<file path="src/rtl/ptok_pkg.sv">
// ----------------------------------------------------------------------------
// ptok_pkg
// shared types, codes and lookup functions of the punctuation tokenizer
// ----------------------------------------------------------------------------
package ptok_pkg;

  localparam int unsigned POS_WIDTH = 16;
  localparam int unsigned KIND_WIDTH = 5;
  localparam int unsigned MODE_WIDTH = 3;
  localparam int unsigned PEND_WIDTH = 3;
  localparam int unsigned QUEUE_DEPTH = 3;
  localparam int unsigned COUNT_WIDTH = 2;

  typedef logic [POS_WIDTH-1:0] pos_t;
  typedef logic [KIND_WIDTH-1:0] kind_t;
  typedef logic [MODE_WIDTH-1:0] mode_t;
  typedef logic [PEND_WIDTH-1:0] pend_t;

  localparam pos_t POS_MAX = {POS_WIDTH{1'b1}};
  localparam pos_t POS_ONE = pos_t'(1);

  // scan modes
  localparam mode_t MODE_NORMAL = 3'd0;
  localparam mode_t MODE_LINE = 3'd1;
  localparam mode_t MODE_BLOCK = 3'd2;
  localparam mode_t MODE_STAR = 3'd3;

  // pending operator codes
  localparam pend_t PEND_NONE = 3'd0;
  localparam pend_t PEND_EQ = 3'd1;
  localparam pend_t PEND_BANG = 3'd2;
  localparam pend_t PEND_LT = 3'd3;
  localparam pend_t PEND_GT = 3'd4;
  localparam pend_t PEND_SLASH = 3'd5;

  // token kinds
  localparam kind_t KIND_EOF = 5'd0;
  localparam kind_t KIND_ERROR = 5'd1;
  localparam kind_t KIND_LPAREN = 5'd2;
  localparam kind_t KIND_RPAREN = 5'd3;
  localparam kind_t KIND_LBRACE = 5'd4;
  localparam kind_t KIND_RBRACE = 5'd5;
  localparam kind_t KIND_LBRACK = 5'd6;
  localparam kind_t KIND_RBRACK = 5'd7;
  localparam kind_t KIND_SEMI = 5'd8;
  localparam kind_t KIND_COMMA = 5'd9;
  localparam kind_t KIND_COLON = 5'd10;
  localparam kind_t KIND_DOT = 5'd11;
  localparam kind_t KIND_PLUS = 5'd12;
  localparam kind_t KIND_MINUS = 5'd13;
  localparam kind_t KIND_STAR = 5'd14;
  localparam kind_t KIND_SLASH = 5'd15;
  localparam kind_t KIND_PERCENT = 5'd16;
  localparam kind_t KIND_ASSIGN = 5'd17;

  // characters
  localparam logic [7:0] CH_NUL = 8'h00;
  localparam logic [7:0] CH_TAB = 8'h09;
  localparam logic [7:0] CH_NL = 8'h0A;
  localparam logic [7:0] CH_CR = 8'h0D;
  localparam logic [7:0] CH_SPACE = 8'h20;
  localparam logic [7:0] CH_SLASH = 8'h2F;
  localparam logic [7:0] CH_STAR = 8'h2A;
  localparam logic [7:0] CH_EQ = 8'h3D;

  typedef struct packed {
    kind_t kind;
    pos_t line;
    pos_t column;
    logic last;
  } token_t;

  function automatic pos_t sat_inc(input pos_t v);
    sat_inc = (v == POS_MAX) ? v : v + POS_ONE;
  endfunction

  // kind of a single-character token, KIND_EOF when none
  function automatic kind_t single_kind(input logic [7:0] b);
    case (b)
      8'h28:   single_kind = KIND_LPAREN;
      8'h29:   single_kind = KIND_RPAREN;
      8'h7B:   single_kind = KIND_LBRACE;
      8'h7D:   single_kind = KIND_RBRACE;
      8'h5B:   single_kind = KIND_LBRACK;
      8'h5D:   single_kind = KIND_RBRACK;
      8'h3B:   single_kind = KIND_SEMI;
      8'h2C:   single_kind = KIND_COMMA;
      8'h3A:   single_kind = KIND_COLON;
      8'h2E:   single_kind = KIND_DOT;
      8'h2B:   single_kind = KIND_PLUS;
      8'h2D:   single_kind = KIND_MINUS;
      CH_STAR: single_kind = KIND_STAR;
      8'h25:   single_kind = KIND_PERCENT;
      default: single_kind = KIND_EOF;
    endcase
  endfunction

  // first character of a possible two-character token
  function automatic pend_t op_code(input logic [7:0] b);
    case (b)
      CH_EQ:    op_code = PEND_EQ;
      8'h21:    op_code = PEND_BANG;
      8'h3C:    op_code = PEND_LT;
      8'h3E:    op_code = PEND_GT;
      CH_SLASH: op_code = PEND_SLASH;
      default:  op_code = PEND_NONE;
    endcase
  endfunction

endpackage

</file>
<file path="src/rtl/punctuation_tokenizer.sv">
// ----------------------------------------------------------------------------
// punctuation_tokenizer
// operator and punctuation scanner, one source byte per word
// ----------------------------------------------------------------------------
// The block takes one source byte per cycle and updates its scan state in the
// same cycle; the tokens that a byte causes go into a three-word output queue.
// A byte gives zero, one or two tokens, and the output port moves one token per
// cycle while out_ready_i is high, so input is taken whenever at most one token
// is waiting. Bytes that give at most one token each flow at one byte per cycle
// while the output drains; a byte that gives two tokens (a pending operator or
// slash flushed ahead of its own token) holds off input until the queue is back
// to one token. Byte 0 ends the source: it flushes, gives EOF and returns the
// line and column counters, mode and pending operator to their reset values.

module punctuation_tokenizer (
  input  logic                               clk_i,
  input  logic                               rst_ni,
  input  logic                               in_valid_i,
  output logic                               in_ready_o,
  input  logic [7:0]                         char_in_i,
  output logic                               out_valid_o,
  input  logic                               out_ready_i,
  output logic [ptok_pkg::KIND_WIDTH-1:0]    token_kind_o,
  output logic [ptok_pkg::POS_WIDTH-1:0]     token_line_o,
  output logic [ptok_pkg::POS_WIDTH-1:0]     token_column_o,
  output logic                               last_of_run_o
);

  ptok_pkg::mode_t mode_q, mode_d;
  ptok_pkg::pend_t pend_q, pend_d;
  ptok_pkg::pos_t line_q, line_d;
  ptok_pkg::pos_t col_q, col_d;
  ptok_pkg::pos_t pcol_q, pcol_d;

  ptok_pkg::token_t queue_q [ptok_pkg::QUEUE_DEPTH];
  ptok_pkg::token_t queue_d [ptok_pkg::QUEUE_DEPTH];
  logic [ptok_pkg::COUNT_WIDTH-1:0] count_q, count_d;

  logic accept;
  logic pop;
  logic [1:0] push_n;
  ptok_pkg::token_t tok0, tok1;

  assign accept = in_valid_i && in_ready_o;
  assign pop = out_valid_o && out_ready_i;
  assign in_ready_o = (count_q <= ptok_pkg::COUNT_WIDTH'(1));
  assign out_valid_o = (count_q != '0);

  assign token_kind_o = queue_q[0].kind;
  assign token_line_o = queue_q[0].line;
  assign token_column_o = queue_q[0].column;
  assign last_of_run_o = queue_q[0].last;

  // scan step
  always_comb begin
    logic [7:0] b;
    logic pend_emit;
    ptok_pkg::kind_t pend_kind;
    logic do_norm;
    logic nb_emit;
    ptok_pkg::kind_t nb_kind;
    ptok_pkg::pos_t nb_col;
    ptok_pkg::kind_t sk;
    ptok_pkg::pend_t oc;

    b = char_in_i;
    mode_d = mode_q;
    pend_d = pend_q;
    line_d = line_q;
    col_d = col_q;
    pcol_d = pcol_q;
    pend_emit = 1'b0;
    pend_kind = ptok_pkg::KIND_EOF;
    do_norm = 1'b0;
    nb_emit = 1'b0;
    nb_kind = ptok_pkg::KIND_EOF;
    nb_col = col_q;
    sk = ptok_pkg::single_kind(b);
    oc = ptok_pkg::op_code(b);

    case (mode_q)
      ptok_pkg::MODE_LINE: begin
        if (b == ptok_pkg::CH_NUL) begin
          do_norm = 1'b1;
        end else if (b == ptok_pkg::CH_NL) begin
          mode_d = ptok_pkg::MODE_NORMAL;
          line_d = ptok_pkg::sat_inc(line_q);
          col_d = ptok_pkg::POS_ONE;
        end else begin
          col_d = ptok_pkg::sat_inc(col_q);
        end
      end
      ptok_pkg::MODE_BLOCK, ptok_pkg::MODE_STAR: begin
        if (b == ptok_pkg::CH_NUL) begin
          do_norm = 1'b1;
        end else if (b == ptok_pkg::CH_NL) begin
          mode_d = ptok_pkg::MODE_BLOCK;
          line_d = ptok_pkg::sat_inc(line_q);
          col_d = ptok_pkg::POS_ONE;
        end else if (mode_q == ptok_pkg::MODE_STAR && b == ptok_pkg::CH_SLASH) begin
          mode_d = ptok_pkg::MODE_NORMAL;
          col_d = ptok_pkg::sat_inc(col_q);
        end else begin
          mode_d = (b == ptok_pkg::CH_STAR) ? ptok_pkg::MODE_STAR : ptok_pkg::MODE_BLOCK;
          col_d = ptok_pkg::sat_inc(col_q);
        end
      end
      default: begin
        mode_d = ptok_pkg::MODE_NORMAL;
        pend_d = ptok_pkg::PEND_NONE;
        if (pend_q inside {[ptok_pkg::PEND_EQ:ptok_pkg::PEND_GT]}) begin
          // base kind is 15 + 2 * code, the "=" form one above
          pend_emit = 1'b1;
          pend_kind = ptok_pkg::kind_t'(ptok_pkg::KIND_SLASH + {pend_q, 1'b0});
          if (b == ptok_pkg::CH_EQ) begin
            pend_kind = pend_kind + ptok_pkg::kind_t'(1);
            col_d = ptok_pkg::sat_inc(col_q);
          end else begin
            do_norm = 1'b1;
          end
        end else if (pend_q == ptok_pkg::PEND_SLASH) begin
          if (b == ptok_pkg::CH_SLASH) begin
            mode_d = ptok_pkg::MODE_LINE;
            col_d = ptok_pkg::sat_inc(col_q);
          end else if (b == ptok_pkg::CH_STAR) begin
            mode_d = ptok_pkg::MODE_BLOCK;
            col_d = ptok_pkg::sat_inc(col_q);
          end else begin
            pend_emit = 1'b1;
            pend_kind = ptok_pkg::KIND_SLASH;
            do_norm = 1'b1;
          end
        end else begin
          do_norm = 1'b1;
        end
      end
    endcase

    if (do_norm) begin
      if (b == ptok_pkg::CH_NUL) begin
        nb_emit = 1'b1;
        nb_kind = ptok_pkg::KIND_EOF;
        mode_d = ptok_pkg::MODE_NORMAL;
        pend_d = ptok_pkg::PEND_NONE;
        line_d = ptok_pkg::POS_ONE;
        col_d = ptok_pkg::POS_ONE;
        pcol_d = '0;
      end else if (b inside {ptok_pkg::CH_SPACE, ptok_pkg::CH_TAB, ptok_pkg::CH_CR}) begin
        col_d = ptok_pkg::sat_inc(col_q);
      end else if (b == ptok_pkg::CH_NL) begin
        line_d = ptok_pkg::sat_inc(line_q);
        col_d = ptok_pkg::POS_ONE;
      end else if (sk != ptok_pkg::KIND_EOF) begin
        nb_emit = 1'b1;
        nb_kind = sk;
        col_d = ptok_pkg::sat_inc(col_q);
      end else if (oc != ptok_pkg::PEND_NONE) begin
        pend_d = oc;
        pcol_d = col_q;
        col_d = ptok_pkg::sat_inc(col_q);
      end else begin
        nb_emit = 1'b1;
        nb_kind = ptok_pkg::KIND_ERROR;
        nb_col = ptok_pkg::sat_inc(col_q);
        col_d = nb_col;
      end
    end

    tok0 = '{kind: pend_kind, line: line_q, column: pcol_q, last: !nb_emit};
    tok1 = '{kind: nb_kind, line: line_q, column: nb_col, last: 1'b1};
    if (pend_emit) begin
      push_n = nb_emit ? 2'd2 : 2'd1;
    end else begin
      tok0 = tok1;
      push_n = nb_emit ? 2'd1 : 2'd0;
    end
    if (!accept) begin
      push_n = 2'd0;
    end
  end

  // output queue, head at entry 0
  always_comb begin
    logic [ptok_pkg::COUNT_WIDTH-1:0] base;

    base = count_q - ptok_pkg::COUNT_WIDTH'(pop);
    for (int i = 0; i < ptok_pkg::QUEUE_DEPTH; i++) begin
      if (pop && i < ptok_pkg::QUEUE_DEPTH - 1) begin
        queue_d[i] = queue_q[i+1];
      end else begin
        queue_d[i] = queue_q[i];
      end
      if (push_n != 2'd0 && ptok_pkg::COUNT_WIDTH'(i) == base) begin
        queue_d[i] = tok0;
      end
      if (push_n == 2'd2 && ptok_pkg::COUNT_WIDTH'(i) == base + ptok_pkg::COUNT_WIDTH'(1)) begin
        queue_d[i] = tok1;
      end
    end
    count_d = base + ptok_pkg::COUNT_WIDTH'(push_n);
  end

  always_ff @(posedge clk_i or negedge rst_ni) begin
    if (!rst_ni) begin
      mode_q <= ptok_pkg::MODE_NORMAL;
      pend_q <= ptok_pkg::PEND_NONE;
      line_q <= ptok_pkg::POS_ONE;
      col_q <= ptok_pkg::POS_ONE;
      pcol_q <= '0;
      count_q <= '0;
    end else begin
      if (accept) begin
        mode_q <= mode_d;
        pend_q <= pend_d;
        line_q <= line_d;
        col_q <= col_d;
        pcol_q <= pcol_d;
      end
      count_q <= count_d;
    end
  end

  always_ff @(posedge clk_i) begin
    for (int i = 0; i < ptok_pkg::QUEUE_DEPTH; i++) begin
      queue_q[i] <= queue_d[i];
    end
  end

`ifndef SYNTHESIS
  a_count_bound: assert property (@(posedge clk_i) disable iff (!rst_ni)
    count_q <= ptok_pkg::COUNT_WIDTH'(ptok_pkg::QUEUE_DEPTH))
    else $error("output queue overflow");

  a_eof_resets: assert property (@(posedge clk_i) disable iff (!rst_ni)
    accept && char_in_i == ptok_pkg::CH_NUL |=>
      line_q == ptok_pkg::POS_ONE && col_q == ptok_pkg::POS_ONE &&
      mode_q == ptok_pkg::MODE_NORMAL && pend_q == ptok_pkg::PEND_NONE)
    else $error("end of source did not reset scan state");

  a_line_nonzero: assert property (@(posedge clk_i) disable iff (!rst_ni)
    out_valid_o |-> token_line_o != '0)
    else $error("token line is zero");

  a_eof_last: assert property (@(posedge clk_i) disable iff (!rst_ni)
    out_valid_o && token_kind_o == ptok_pkg::KIND_EOF |-> last_of_run_o)
    else $error("eof token not marked last");
`endif

endmodule
</file>
<file path="config.mk">
export PLATFORM = sky130hd
export DESIGN_NAME = punctuation_tokenizer
export DESIGN_NICKNAME = d
export VERILOG_FILES = /design/src/rtl/ptok_pkg.sv /design/src/rtl/punctuation_tokenizer.sv
export SDC_FILE = /design/constraint.sdc
export NUM_CORES = 1
export LEC_CHECK = 0
export ABC_AREA = 1
export BUFFER_PORTS_ARGS = -buffer_cell sky130_fd_sc_hd__buf_4
export CAP_MARGIN = 10
export CORE_ASPECT_RATIO = 0.75
export CORE_UTILIZATION = 55
export CTS_BUF_LIST = sky130_fd_sc_hd__clkbuf_4
export CTS_CLUSTER_DIAMETER = 40
export CTS_CLUSTER_SIZE = 28
export DETAILED_ROUTE_END_ITERATION = 10
export GPL_TIMING_DRIVEN = 1
export PLACE_DENSITY_LB_ADDON = 0.08
export RECOVER_POWER = 100
export SYNTH_ARGS = -nofsm -noshare
export SYNTH_HDL_FRONTEND = slang
export SYNTH_SLANG_ARGS = --single-unit
</file>
<file path="constraint.sdc">
create_clock -name clk_i -period 5.8 [get_ports clk_i]
set_input_delay 0.87 -clock clk_i [delete_from_list [all_inputs] [get_ports clk_i]]
set_output_delay 0.87 -clock clk_i [all_outputs]
set_load 0.005 [all_outputs]
</file>
==> reports/metrics.yaml <==
status: "finished with violations"
violations: "max-capacitance violations, max-slew violations"
firstDrtPassIters: 5
synth_simple_gate_area_frac: 0.2925
holdPathStages: 2
cts_buffers: 17
gp_congestion: 0.9316
fin_crit_ns: 4.837
clkPwrFrac: 0.126
fin_crit_sh: 0.8339
setup_slack_ns: 0.9634
fin_area_mm2: 0.01037
routed_wl_mm: 26.15
synthXorXnorAreaFrac: 0.008896
worstReg2RegEnd: "queue_q[0][110]$_DFFE_PP_"
synth.area.top_cells: "edfxtp_1 (34%), dfrtp_1 (14%), nand3_1 (11%)"
switchingPower_mw: 2.328
slew_violations: 99
postCtsSetupRepairBufs: 0
vias: 8557
vdd_drop_max_mv: 0.2375
synth_area_mm2: 0.009846
ctsHoldBuffers: 0
critical_path.slowest_cell: "clkbuf_1"
crit_arrival_ns: 5.06
p_int_mw: 2.820
rr_startpoint: "pend_q[0]$_DFFE_PN0P_"
ant_nets: 0
syn-num-nets: 1232
grt_overflow: 0
synth_mux_area_frac: 0
min-delay-start: "queue_q[0][76]$_SDFFE_PP1N_"
crit_fanout: 37
viasPerCell: 5.845
critPathTopFamily: "buffers and inverters"
setup_viol: 0
fin_skew_ns: 0.02959
synthAdderAreaFrac: 0.01017
synth.top_cell.area_share: 0.3385
netSwitchingFraction: 0.4522
grt_pass1_wl_mm: 42.07
max_cap_viol_count: 2
min_delay_worst_endpoint: "queue_q[0][76]$_SDFFE_PP1N_"
grt_max_degree: 57
tns_ns: 0
grt_busiest_layer: "met1"
grt_util_met3: 0.1046
syn_avg_cell_area_um2: 8.124
dieHeight_um: 117.9
grt_pass1_vias: 7656
maxSlewHeadroom: -1.120
clock_sinks: 170
final_common_cell: "nand2_1"
end_kind: "flip-flop"
worstPathRequired_ns: 6.02
cts_tree: "done"
syn_inst: 1212
rsz0062_at_grt: "false"
areaGrowthSynthToFinish_pct: 5.312
boundaryPins: 52
synth-compound-area-share: 0.09849
hold_ws_ns: 0.4892
p_leak_nw: 4.497
met2_usage: 0.3993
htree_levels: 4
hold_viol: 0
crit_chain: "inv_1 -> ha_1 -> inv_1 -> ha_1 -> inv_1 -> nand2_1 -> nor2_1 -> nand2_1 -> nand3_1 -> nor4_1 -> ha_1 -> inv_1 -> nor2_1 -> nor2_1 -> nor3_2 -> clkbuf_1 -> nor2_1 -> buf_4 -> inv_1 -> buf_4"
synth_top_family_by_area: "simple AND/OR/NAND/NOR gates"
pre_cts_ws_ns: 1.100
rr_worst_depth: 20
root_buffer: "clkbuf_4"
r2r_setup_slack_ns: 0.96
synth_cell_types: 45
drt-initial-drc-count: 1176
diodes: 0
ys_ff_latch: 170
critPathLaunchType: "flip-flop"
hp-class: "flip-flop to flip-flop"
yosys.area.top_type: "edfxtp_1"
worst-path-buf-inv: 8
fmax_mhz: 206.8
max-clock-path-buffers: 2
cpMostUsedCell: "inv_1"
max_stage_delay_ns: 0.91
worstMarginPinSlew_ns: 3.181
placed_area_mm2: 0.01016
hpwl_mm: 18.03
crit_type: "flip-flop to flip-flop"
path_clk_slew_ns: 0.14
start_util: 0.5729
die_w_um: 156.5
antenna_found_initial: 0
p_total_mw: 5.148
coreArea_mm2: 0.01719
pwr-share-comb: 0.463
mostFrequentLayoutCells: "nand2_1 (271), nand3_1 (211), inv_1 (127)"
seqPwrFrac: 0.411
drive_gt1_frac: 0.1164
clock_latency_ns: 0.59
dieArea_mm2: 0.01845
track_usage: 0.2989
rows: 41
async_reset_ff_frac: 0.3294
drc: 0
synth_edf_count: 111
ys_seq_area_frac: 0.4872
synth_ff_type: "edfxtp_1"
nNetsFinal: 1235
io_buffers: 51
yosys_warnings: 0
pwr_density_cell_mw_per_mm2: 496.5
grtUsageMet1: 0.4618
post_cts_resized: 0
detail_route.wl_per_cell_um: 17.86
how the worst max path moves through the flow:
stage	startpoint	cells after the start	slack [ns]	end
2_1_floorplan	char_in_i[4]	20	1.47	queue_q[0][39]$_DFFE_PP_
3_3_place_gp	char_in_i[7]	18	1.26	queue_q[0][73]$_DFFE_PP_
3_5_place_dp	char_in_i[3]	23	1.10	queue_q[0][8]$_DFFE_PP_
4_1_cts	pend_q[0]$_DFFE_PN0P_	20	1.61	queue_q[0][73]$_DFFE_PP_
5_1_grt	pend_q[0]$_DFFE_PN0P_	23	0.61	queue_q[0][53]$_DFFE_PP_
6_report	pend_q[0]$_DFFE_PN0P_	20	0.96	queue_q[0][110]$_DFFE_PP_
final cells by class:
cell class | count | area (um^2)
fillers | 1565 | 6817
flip-flops and latches | 170 | 4797
multi-input cells | 824 | 4048
inverters | 136 | 510.5
repair buffers | 66 | 464.2
well taps | 236 | 295.3
clock buffers | 19 | 142.6
clock inverters | 13 | 111.4
state kept, by name, summed over array words and instances (netlist names):
name / cells
queue_q: 114
col_q: 16
line_q: 16
pcol_q: 16
mode_q: 3
pend_q: 3
count_q: 2
worst reg2reg max path: stages (launching register included):
cell      delay [ns]
dfrtp_1         0.43
inv_1           0.18
ha_1            0.20
inv_1           0.05
ha_1            0.17
inv_1           0.10
nand2_1         0.12
nor2_1          0.15
nand2_1         0.09
nand3_1         0.36
nor4_1          0.11
ha_1            0.31
inv_1           0.04
nor2_1          0.16
nor2_1          0.10
nor3_2          0.10
clkbuf_1        0.91
nor2_1          0.12
buf_4           0.25
inv_1           0.08
buf_4           0.45
cell families after synthesis:
logic type	count (synthesis)
flip-flops	170
AO/OA/AOI/OAI	171
adder cells (fa/ha/maj)	8
XOR/XNOR	10
AND/OR/NAND/NOR	635
buffers and inverters	218
Yosys cell counts, types with 2 or more instances:
cell type	n
nor4_1	3
nand2_1	273
nor2_1	79
nor2_4	3
nand3_1	210
dfstp_2	2
o2111ai_1	6
or2_2	4
dfxtp_1	3
a22oi_1	9
o21ai_1	15
nand3_2	6
nand4_1	15
buf_6	3
edfxtp_1	111
clkbuf_1	25
buf_1	4
buf_2	10
dfrtp_1	54
o22ai_1	16
o21ai_0	86
o211ai_1	5
nand2_2	13
buf_4	39
a21oi_1	25
ha_1	8
inv_1	126
nor2_2	6
nor3_1	17
inv_2	10
a31oi_1	3
xor2_1	10
metal layers:
layer,share of wire,up-vias
met5,0,-
met4,0.010,0
met3,0.13,28
met2,0.40,522
met1,0.46,3928
li1,-,4079
power groups by stage:
stage	Clock (mW)	Combinational (mW)	Sequential, mW
global route	0.711	2.66	2.16
CTS	0.660	2.37	2.11
finish	0.651	2.38	2.12
floorplan	0	1.76	2.08
global placement	0	2.34	2.14
detailed placement	0	2.36	2.14
per-stage QoR:
stage                     utilization  instances
after floorplan                     -       1212
after global placement         0.5911       1432
after detailed placement       0.5911       1432
after CTS                      0.6059       1464
after global routing           0.6033       1464
final                          0.6033       1464
No activity file was read; power rests on OpenSTA's default activity.
